## src/rtl/core/counting_semaphore_bank_core_assert.svh

```systemverilog
`ifndef COUNTING_SEMAPHORE_BANK_CORE_ASSERT_SVH
`define COUNTING_SEMAPHORE_BANK_CORE_ASSERT_SVH

// same-cycle implication, sampled on clk, off during reset
`define CSB_ASSERT_NOW(lbl, ante, cons, msg) \
	lbl: assert property (@(posedge clk) disable iff (!arst_n) (ante) |-> (cons)) \
		else $error(msg);

// next-cycle implication, sampled on clk, off during reset
`define CSB_ASSERT_NEXT(lbl, ante, cons, msg) \
	lbl: assert property (@(posedge clk) disable iff (!arst_n) (ante) |=> (cons)) \
		else $error(msg);

`endif

```

## src/rtl/core/csb_pkg.sv

```systemverilog
package csb_pkg;

	localparam int THREAD_COUNT = 256;
	localparam logic signed [15:0] COUNT_MAX = 16'sh7fff;

	typedef enum logic [1:0] {
		OP_INIT    = 2'd0,
		OP_WAIT    = 2'd1,
		OP_POST    = 2'd2,
		OP_DESTROY = 2'd3
	} op_t;

	typedef enum logic [2:0] {
		ST_OK      = 3'd0,
		ST_BLOCKED = 3'd1,
		ST_INVALID = 3'd2,
		ST_WAITERS = 3'd3,
		ST_FULL    = 3'd4
	} status_t;

	typedef struct packed {
		status_t            status;
		logic               rel_valid;
		logic [7:0]         rel_thread;
		logic signed [15:0] count;
	} res_t;

endpackage

```

## src/rtl/core/csb_ram.sv

```systemverilog
module csb_ram #(
	parameter int WIDTH = 8,
	parameter int DEPTH = 128,
	localparam int ADDR_W = (DEPTH > 1) ? $clog2(DEPTH) : 1
) (
	input  logic              clk,
	input  logic              we,
	input  logic [ADDR_W-1:0] waddr,
	input  logic [WIDTH-1:0]  wdata,
	input  logic              re,
	input  logic [ADDR_W-1:0] raddr,
	output logic [WIDTH-1:0]  rdata
);

	logic [WIDTH-1:0] mem [DEPTH];

	always_ff @(posedge clk) begin
		if (we) begin
			mem[waddr] <= wdata;
		end
		if (re) begin
			rdata <= mem[raddr];
		end
	end

endmodule

```

## src/rtl/core/csb_exec.sv

```systemverilog
module csb_exec import csb_pkg::*; #(
	parameter int NUM_SEMS = 16,
	parameter int QUEUE_DEPTH = 8,
	localparam int HEAD_W = (QUEUE_DEPTH > 1) ? $clog2(QUEUE_DEPTH) : 1,
	localparam int LEN_W = $clog2(QUEUE_DEPTH + 1)
) (
	input  logic [1:0]         op,
	input  logic [3:0]         sem_index,
	input  logic [7:0]         thread_id,
	input  logic signed [15:0] init_value,
	input  logic               in_use,
	input  logic signed [15:0] count,
	input  logic [HEAD_W-1:0]  head,
	input  logic [LEN_W-1:0]   len,
	input  logic [7:0]         slot,
	output res_t               res,
	output logic               upd,
	output logic               nx_in_use,
	output logic signed [15:0] nx_count,
	output logic [HEAD_W-1:0]  nx_head,
	output logic [LEN_W-1:0]   nx_len,
	output logic               slot_we,
	output logic [HEAD_W-1:0]  slot_pos
);

	logic               idx_ok;
	logic               tid_ok;
	logic               full;
	logic [LEN_W:0]     tail_sum;
	logic [LEN_W:0]     tail_pos;
	logic [HEAD_W-1:0]  head_inc;

	assign idx_ok = 32'(sem_index) < NUM_SEMS;
	assign tid_ok = 32'(thread_id) < THREAD_COUNT;
	assign full = 32'(len) >= QUEUE_DEPTH;
	assign tail_sum = (LEN_W + 1)'(head) + (LEN_W + 1)'(len);
	assign tail_pos = (32'(tail_sum) >= QUEUE_DEPTH) ?
		tail_sum - (LEN_W + 1)'(QUEUE_DEPTH) : tail_sum;
	assign head_inc = (32'(head) == QUEUE_DEPTH - 1) ? '0 : head + HEAD_W'(1);
	assign slot_pos = HEAD_W'(tail_pos);

	always_comb begin
		res.status = ST_OK;
		res.rel_valid = 1'b0;
		res.rel_thread = '0;
		res.count = '0;
		upd = 1'b0;
		slot_we = 1'b0;
		nx_in_use = in_use;
		nx_count = count;
		nx_head = head;
		nx_len = len;
		if (!idx_ok) begin
			res.status = ST_INVALID;
		end else if (op_t'(op) == OP_INIT) begin
			upd = 1'b1;
			nx_in_use = 1'b1;
			nx_count = init_value;
			nx_head = '0;
			nx_len = '0;
			res.count = init_value;
		end else if (!in_use) begin
			res.status = ST_INVALID;
		end else begin
			case (op_t'(op))
				OP_WAIT: begin
					if (!tid_ok) begin
						res.status = ST_INVALID;
					end else if (count > 16'sd0) begin
						upd = 1'b1;
						nx_count = count - 16'sd1;
						res.count = count - 16'sd1;
					end else if (full) begin
						res.status = ST_FULL;
						res.count = count;
					end else begin
						upd = 1'b1;
						slot_we = 1'b1;
						nx_len = len + LEN_W'(1);
						res.status = ST_BLOCKED;
						res.count = count;
					end
				end
				OP_POST: begin
					upd = 1'b1;
					res.count = count;
					if (len != '0 && count >= 16'sd0) begin
						res.rel_valid = 1'b1;
						res.rel_thread = slot;
						nx_head = head_inc;
						nx_len = len - LEN_W'(1);
					end else if (count != COUNT_MAX) begin
						nx_count = count + 16'sd1;
						res.count = count + 16'sd1;
					end
				end
				OP_DESTROY: begin
					if (len != '0) begin
						res.status = ST_WAITERS;
						res.count = count;
					end else begin
						upd = 1'b1;
						nx_in_use = 1'b0;
						nx_count = '0;
						nx_head = '0;
					end
				end
				default: begin
					res.status = ST_INVALID;
				end
			endcase
		end
	end

endmodule

```

## src/rtl/core/counting_semaphore_bank_core.sv

```systemverilog
// Path: an accepted request passes the request register, then the result register;
// a stalled result side holds it in place. Throughput: one request per cycle
// unless the result side stalls; state and queue slot write back as the request
// leaves the request register, so the next one sees them at once.
// Reset: all semaphores invalid with zero count and empty queue; queue slots
// are not cleared and need no clearing pass.
module counting_semaphore_bank_core import csb_pkg::*; #(
	parameter int NUM_SEMS = 16,
	parameter int QUEUE_DEPTH = 8
) (
	input  logic               clk,
	input  logic               arst_n,
	input  logic               in_valid,
	output logic               in_ready,
	input  logic [1:0]         operation,
	input  logic [3:0]         sem_index,
	input  logic [7:0]         thread_id,
	input  logic signed [15:0] init_value,
	output logic               out_valid,
	input  logic               out_ready,
	output logic [2:0]         status,
	output logic               released_valid,
	output logic [7:0]         released_thread,
	output logic signed [15:0] count_after
);

	`include "counting_semaphore_bank_core_assert.svh"

	localparam int SEM_W = (NUM_SEMS > 1) ? $clog2(NUM_SEMS) : 1;
	localparam int HEAD_W = (QUEUE_DEPTH > 1) ? $clog2(QUEUE_DEPTH) : 1;
	localparam int LEN_W = $clog2(QUEUE_DEPTH + 1);
	localparam int SLOTS = NUM_SEMS * QUEUE_DEPTH;
	localparam int ADDR_W = (SLOTS > 1) ? $clog2(SLOTS) : 1;

	logic [NUM_SEMS-1:0] in_use_q;
	logic signed [15:0]  count_q [NUM_SEMS];
	logic [HEAD_W-1:0]   head_q [NUM_SEMS];
	logic [LEN_W-1:0]    len_q [NUM_SEMS];

	logic               v_s1;
	logic [1:0]         op_s1;
	logic [3:0]         sem_s1;
	logic [7:0]         tid_s1;
	logic signed [15:0] ival_s1;
	logic               byp_s1;
	logic [7:0]         bypd_s1;

	logic out_v_q;
	res_t res_q;

	logic               adv;
	logic               acc;
	logic [SEM_W-1:0]   sidx_s1;
	logic [SEM_W-1:0]   sidx_in;
	logic [HEAD_W-1:0]  head_fwd;
	logic [ADDR_W-1:0]  raddr;
	logic [ADDR_W-1:0]  waddr;
	logic               wr_en;
	logic [7:0]         rdata;
	logic [7:0]         slot;

	res_t               res;
	logic               upd;
	logic               nx_in_use;
	logic signed [15:0] nx_count;
	logic [HEAD_W-1:0]  nx_head;
	logic [LEN_W-1:0]   nx_len;
	logic               slot_we;
	logic [HEAD_W-1:0]  slot_pos;

	assign adv = v_s1 && (!out_v_q || out_ready);
	assign in_ready = !v_s1 || adv;
	assign acc = in_valid && in_ready;

	assign sidx_s1 = SEM_W'(sem_s1);
	assign sidx_in = SEM_W'(sem_index);

	// forward the head of a request leaving this cycle to the slot read
	assign head_fwd = (adv && upd && sidx_s1 == sidx_in) ? nx_head : head_q[sidx_in];
	assign raddr = ADDR_W'(32'(sidx_in) * QUEUE_DEPTH + 32'(head_fwd));
	assign waddr = ADDR_W'(32'(sidx_s1) * QUEUE_DEPTH + 32'(slot_pos));
	assign wr_en = adv && slot_we;
	assign slot = byp_s1 ? bypd_s1 : rdata;

	csb_ram #(
		.WIDTH(8),
		.DEPTH(SLOTS)
	) u_slots (
		.clk  (clk),
		.we   (wr_en),
		.waddr(waddr),
		.wdata(tid_s1),
		.re   (acc),
		.raddr(raddr),
		.rdata(rdata)
	);

	csb_exec #(
		.NUM_SEMS(NUM_SEMS),
		.QUEUE_DEPTH(QUEUE_DEPTH)
	) u_exec (
		.op        (op_s1),
		.sem_index (sem_s1),
		.thread_id (tid_s1),
		.init_value(ival_s1),
		.in_use    (in_use_q[sidx_s1]),
		.count     (count_q[sidx_s1]),
		.head      (head_q[sidx_s1]),
		.len       (len_q[sidx_s1]),
		.slot      (slot),
		.res       (res),
		.upd       (upd),
		.nx_in_use (nx_in_use),
		.nx_count  (nx_count),
		.nx_head   (nx_head),
		.nx_len    (nx_len),
		.slot_we   (slot_we),
		.slot_pos  (slot_pos)
	);

	always_ff @(posedge clk or negedge arst_n) begin
		if (!arst_n) begin
			in_use_q <= '0;
			for (int i = 0; i < NUM_SEMS; i++) begin
				count_q[i] <= '0;
				head_q[i] <= '0;
				len_q[i] <= '0;
			end
		end else if (adv && upd) begin
			in_use_q[sidx_s1] <= nx_in_use;
			count_q[sidx_s1] <= nx_count;
			head_q[sidx_s1] <= nx_head;
			len_q[sidx_s1] <= nx_len;
		end
	end

	always_ff @(posedge clk or negedge arst_n) begin
		if (!arst_n) begin
			v_s1 <= 1'b0;
		end else if (acc) begin
			v_s1 <= 1'b1;
		end else if (adv) begin
			v_s1 <= 1'b0;
		end
	end

	// hold the request while the result side stalls
	always_ff @(posedge clk) begin
		if (acc) begin
			op_s1 <= operation;
			sem_s1 <= sem_index;
			tid_s1 <= thread_id;
			ival_s1 <= init_value;
			byp_s1 <= wr_en && waddr == raddr;
			bypd_s1 <= tid_s1;
		end
	end

	always_ff @(posedge clk or negedge arst_n) begin
		if (!arst_n) begin
			out_v_q <= 1'b0;
		end else if (adv) begin
			out_v_q <= 1'b1;
		end else if (out_ready) begin
			out_v_q <= 1'b0;
		end
	end

	always_ff @(posedge clk) begin
		if (adv) begin
			res_q <= res;
		end
	end

	assign out_valid = out_v_q;
	assign status = res_q.status;
	assign released_valid = res_q.rel_valid;
	assign released_thread = res_q.rel_thread;
	assign count_after = res_q.count;

	`CSB_ASSERT_NOW(a_rel_ok, out_v_q && res_q.rel_valid, res_q.status == ST_OK, "release with bad status")
	`CSB_ASSERT_NOW(a_wr_blocked, wr_en, res.status == ST_BLOCKED, "slot write without a blocked wait")
	`CSB_ASSERT_NEXT(a_acc_s1, acc, v_s1, "accepted request lost")
	`CSB_ASSERT_NEXT(a_adv_out, adv, out_v_q, "result not registered")

endmodule
```

## config.mk

```make
export PLATFORM = sky130hd
export DESIGN_NAME = counting_semaphore_bank_core
export DESIGN_NICKNAME = d
export VERILOG_FILES = /design/src/rtl/core/csb_pkg.sv /design/src/rtl/core/csb_ram.sv /design/src/rtl/core/csb_exec.sv /design/src/rtl/core/counting_semaphore_bank_core.sv
export VERILOG_INCLUDE_DIRS = /design/src /design/src/rtl/core
export SDC_FILE = /design/constraint.sdc
export NUM_CORES = 2
export LEC_CHECK = 0
export ABC_AREA = 0
export BUFFER_PORTS_ARGS = -buffer_cell sky130_fd_sc_hd__buf_2
export CORE_MARGIN = 2
export CORE_UTILIZATION = 55
export CTS_BUF_LIST = sky130_fd_sc_hd__clkbuf_2 sky130_fd_sc_hd__clkbuf_4 sky130_fd_sc_hd__clkbuf_8
export CTS_CLUSTER_DIAMETER = 200
export DETAILED_ROUTE_END_ITERATION = 8
export MAX_ROUTING_LAYER = met4
export PLACE_DENSITY = 0.75
export SLEW_MARGIN = 0
export SYNTH_ARGS = -nofsm -noshare
export SYNTH_HDL_FRONTEND = slang
export SYNTH_HIERARCHICAL = 1
export SYNTH_SLANG_ARGS = --single-unit
```

## constraint.sdc

```tcl
create_clock -name clk -period 19.6 [get_ports clk]
set_clock_uncertainty 0.05 [all_clocks]
set_input_delay 1.96 -clock clk [delete_from_list [all_inputs] [get_ports clk]]
set_output_delay 1.96 -clock clk [all_outputs]
set_load 0.01 [all_outputs]
```

==> summary.md <==
| Metric | Value |
|---|---|
| CTS HTree Levels | `4` |
| Crit path largest cell delay | `between 1000 and 1500 ps` |
| First-pass GRT wire length | `222000 um` |
| Pleak | `approximately 25 nW` |
| Pins Over Slew Limit | `0` |
| Root buffer cell | `clkbuf_8` |
| Crit Path Class | `reg -> reg` |
| Routed len/inst | `29.9 um` |
| Top cell type's share of synthesized area | `53.2%` |
| WP data required | `20200 ps` |
| CP startpoint kind | `flop` |
| Die width | `340 um` |
| Dpl ws | `around 8700 ps` |
| Ys async rst share | `26.0%` |
| Sum Neg Setup Slack | `0 ps` |
| Final GP Congestion | `between 0.9 and 1` |
| Most frequent cells in the layout | `1099 x edfxtp_1, 465 x mux4_2, 386 x dfrtp_1` |
| Setup bufs post-CTS | `0` |
| Compound-Gate Fraction of Synth Area | `1.41%` |
| Status | `complete, no violations` |
| Post-Syn Instances | `~3200` |
| Final WS setup | `8760 ps` |
| Drt drc | `0` |
| Post-Syn Area | `0.0621 sq mm` |
| GR Layer Usage met1 | `between 30% and 40%` |
| Via density | `6.51` |
| Die area | `0.116 sq mm` |
| Ys flop type | `edfxtp_1` |
| Rows | `123` |
| Clk sinks | `1485` |
| Mux cell area share after synthesis | `about a quarter` |
| HP Class | `reg -> reg` |
| Crit-path slowest cell | `edfxtp_1` |
| Core area | `~0.11 sq mm` |
| Cts bufs inserted | `227` |
| GRT Total Usage | `roughly 27%` |
| Final Hold Vio Count | `0` |
| Vias | `32400` |
| Grt ovf | `0` |
| CP dominant cell by count | `mux4_2` |
| Average size of a mapped cell | `just under 20 sq um` |
| Yosys reg bits | `1485` |
| Met2 Use GR | `~43%` |
| YS warnings | `6` |
| TritonRoute pass-1 iters | `6` |
| Critical path arrival | `11430 ps` |
| RSZ-0062 raised after global routing | `no` |
| Clk_lat worst skew | `920 ps` |
| GRT busiest layer | `met2` |
| Seq/Total Area, Yosys | `68.7%` |
| Maximum vdd drop | `0.0785 mV` |
| Antenna Nets Post-Route | `0` |
| Routed wire length | `between 100000 and 150000 um` |
| Main combinational cell family by area after synthesis | `multiplexers` |
| Post-synthesis cell type count | `80` |
| Die Y | `between 300 and 400 um` |
| Cell taking the most area after synthesis | `edfxtp_1` |
| Final nets | `3342` |
| Slew headroom | `13.1%` |
| Max-cap check violation count | `0` |
| Final period util | `55.3%` |
| Post-synth EDFFs | `between 1000 and 1500` |
| Synth Area in XOR/XNOR | `less than 1%` |
| Post-synthesis simple-gate area fraction | `3.26%` |
| P per Cell Area | `93.4 mW/mm^2` |
| Max Freq | `92.3 MHz` |
| Syn-to-layout area delta | `10.4%` |
| Setup-failing EPs final | `0` |
| Post-DP HPWL | `90300 um` |
| Largest cells by area after synthesis | `edfxtp_1 53%, mux4_2 17%, dfrtp_1 16%` |
| Port Buffers | `63` |
| Met3 usage | `5.47%` |
| Clock transition at the registers of the reported paths | `60 ps` |
| Maximum buffer depth of the clock tree | `3` |
| Adder-cell area share of the yosys netlist | `less than 1%` |
| Worst-Margin Slew | `~1300 ps` |
| Synthesized Nets | `around 3200` |
| Layout fillers | `7677` |
| Endpoint class of the critical path | `flop` |
| Pin count of the biggest net entering global routing | `192` |
| Cell Chain, Critical Path | `buf_4 -> buf_4 -> mux4_2 -> mux4_2 -> or3b_1 -> nand2_1 -> nor4_1 -> mux2i_1 -> nor2_1 -> mux2_8 -> buf_4 -> buf_4 -> mux4_2 -> mux4_2 -> mux4_2 -> mux2_2` |
| Hold_buf cts | `0` |
| Layout cells sized above 1 | `30.6%` |
| Initial antenna violation count | `6` |
| CP max FO | `just over 70` |
| Initial Utilization | `55.3%` |
| DRT iter0 DRCs | `3714` |
| CTS tree | `built` |
| Commonest non-fill, non-tap cell in the layout | `edfxtp_1` |
| IO Pins | `64` |
| Post_cts resized | `0` |
| Fin crit period | `10840 ps` |
| Number of global-route vias before repair | `33600` |
==> synth_stat cells (3+ instances only) <==
master	instances
a211oi_1	5
a21oi_1	22
a221oi_1	6
a22oi_1	3
a31oi_1	8
a41oi_1	5
and2_1	7
and3_1	18
and4_1	4
and4b_1	3
buf_1	26
buf_2	62
buf_4	11
buf_6	4
clkbuf_1	125
dfrtp_1	386
edfxtp_1	1099
ha_1	11
inv_1	16
mux2_1	337
mux2_2	68
mux2i_1	11
mux4_2	465
nand2_1	70
nand2b_1	14
nand3_1	32
nand4_1	20
nor2_1	158
nor2b_1	12
nor3_1	25
nor3_2	3
nor4_1	10
nor4_2	5
o211ai_1	8
o21ai_0	16
o221ai_1	5
o22ai_1	5
o31ai_1	10
or3_1	4
xnor2_1	6
xor2_1	5
==> sequential cells by signal (all words and copies together), names as in the netlist, 2 cells and up <==
signal           count
op_s1                2
sem_s1               4
bypd_s1              8
status               3
u_slots/mem       1024
in_use_q            16
released_thread      8
count_after         16
len_q               64
u_slots/rdata        8
head_q              48
ival_s1             16
count_q            256
tid_s1               8
==> report_power, final <==
group	total, W	leakage, nW	internal (W)	switching (W)
registers	0.00347	15.3	0.00344	0.0000289
clock network	0.00255	2.41	0.00134	0.00121
logic	0.000391	6.95	0.000147	0.000243
total	0.00641	24.6	0.00493	0.00148
==> layout make-up <==
cell class | instances | area (sq um) | share of cell area [%]
timing repair buffer | 129 | 858 | 1.25
clock buffer | 304 | 3810 | 5.56
sequential | 1485 | 42700 | 62.2
multi-input combinational | 1436 | 18500 | 27.0
inverter | 17 | 63.8 | 0.0931
clock inverter | 106 | 758 | 1.11
tap | 1500 | 1880 | 2.74
antenna | 4 | 10.0 | 0.0146
==> through the flow <==
| stage | hold slack (ps) | std cells | power, W | utilization [%] | cell area (sq um) |
|---|---|---|---|---|---|
| after floorplan | 402 | 3166 | 0.00378 | - | 62100 |
| after global placement | 412 | 4566 | 0.00390 | 57.0 | 64000 |
| after global routing | 443 | 4980 | 0.00663 | 61.1 | 68500 |
| final | 432 | 4981 | 0.00641 | 61.1 | 68500 |
| after detailed placement | 420 | 4567 | 0.00392 | 57.0 | 64000 |
| after CTS | 434 | 4977 | 0.00645 | 61.1 | 68500 |
==> worst max-delay path: cells and delay by family, from the launching register on <==
kind	cells	cell delay [ps]
flip-flops	1	1050
multiplexers	8	3680
buffers and inverters	4	3380
AND/OR/NAND/NOR	4	2200
==> kinds of logic (layout without fill, tap and decap cells) <==
family,Yosys count,after routing
adders and majority gates,12,12
DFF,1485,1485
AOI/OAI and AO/OA,122,122
muxes,884,884
other,0,4
xor gates and xnor gates,11,11
and+or+nand+nor,407,407
buffers and inverters,245,556
==> path summary, 6_finish.rpt <==
kind / start / endpoint / slack, ps / cells after the start
worst max-delay path: sem_s1[1] / u_slots/rdata[0] / 8760 / 16
worst min-delay path: count_q[252] / count_q[252] / 430 / 1
worst max register to register: sem_s1[1] / u_slots/rdata[0] / 8760 / 16
worst min register to register: count_q[252] / count_q[252] / 430 / 1
max in group asynchronous: arst_n / head_q[26] / 16760 / 2
min in group asynchronous: arst_n / count_q[207] / 1060 / 1
==> metal layers <==
layer / vias to the layer above / share of wire [%]
met5: - / 0
met4: 0 / 3.2
met3: 322 / 7.8
met2: 1657 / 50
met1: 17300 / 39
li1: 13200 / -
Note: power is estimated with default switching activity, not from simulation.
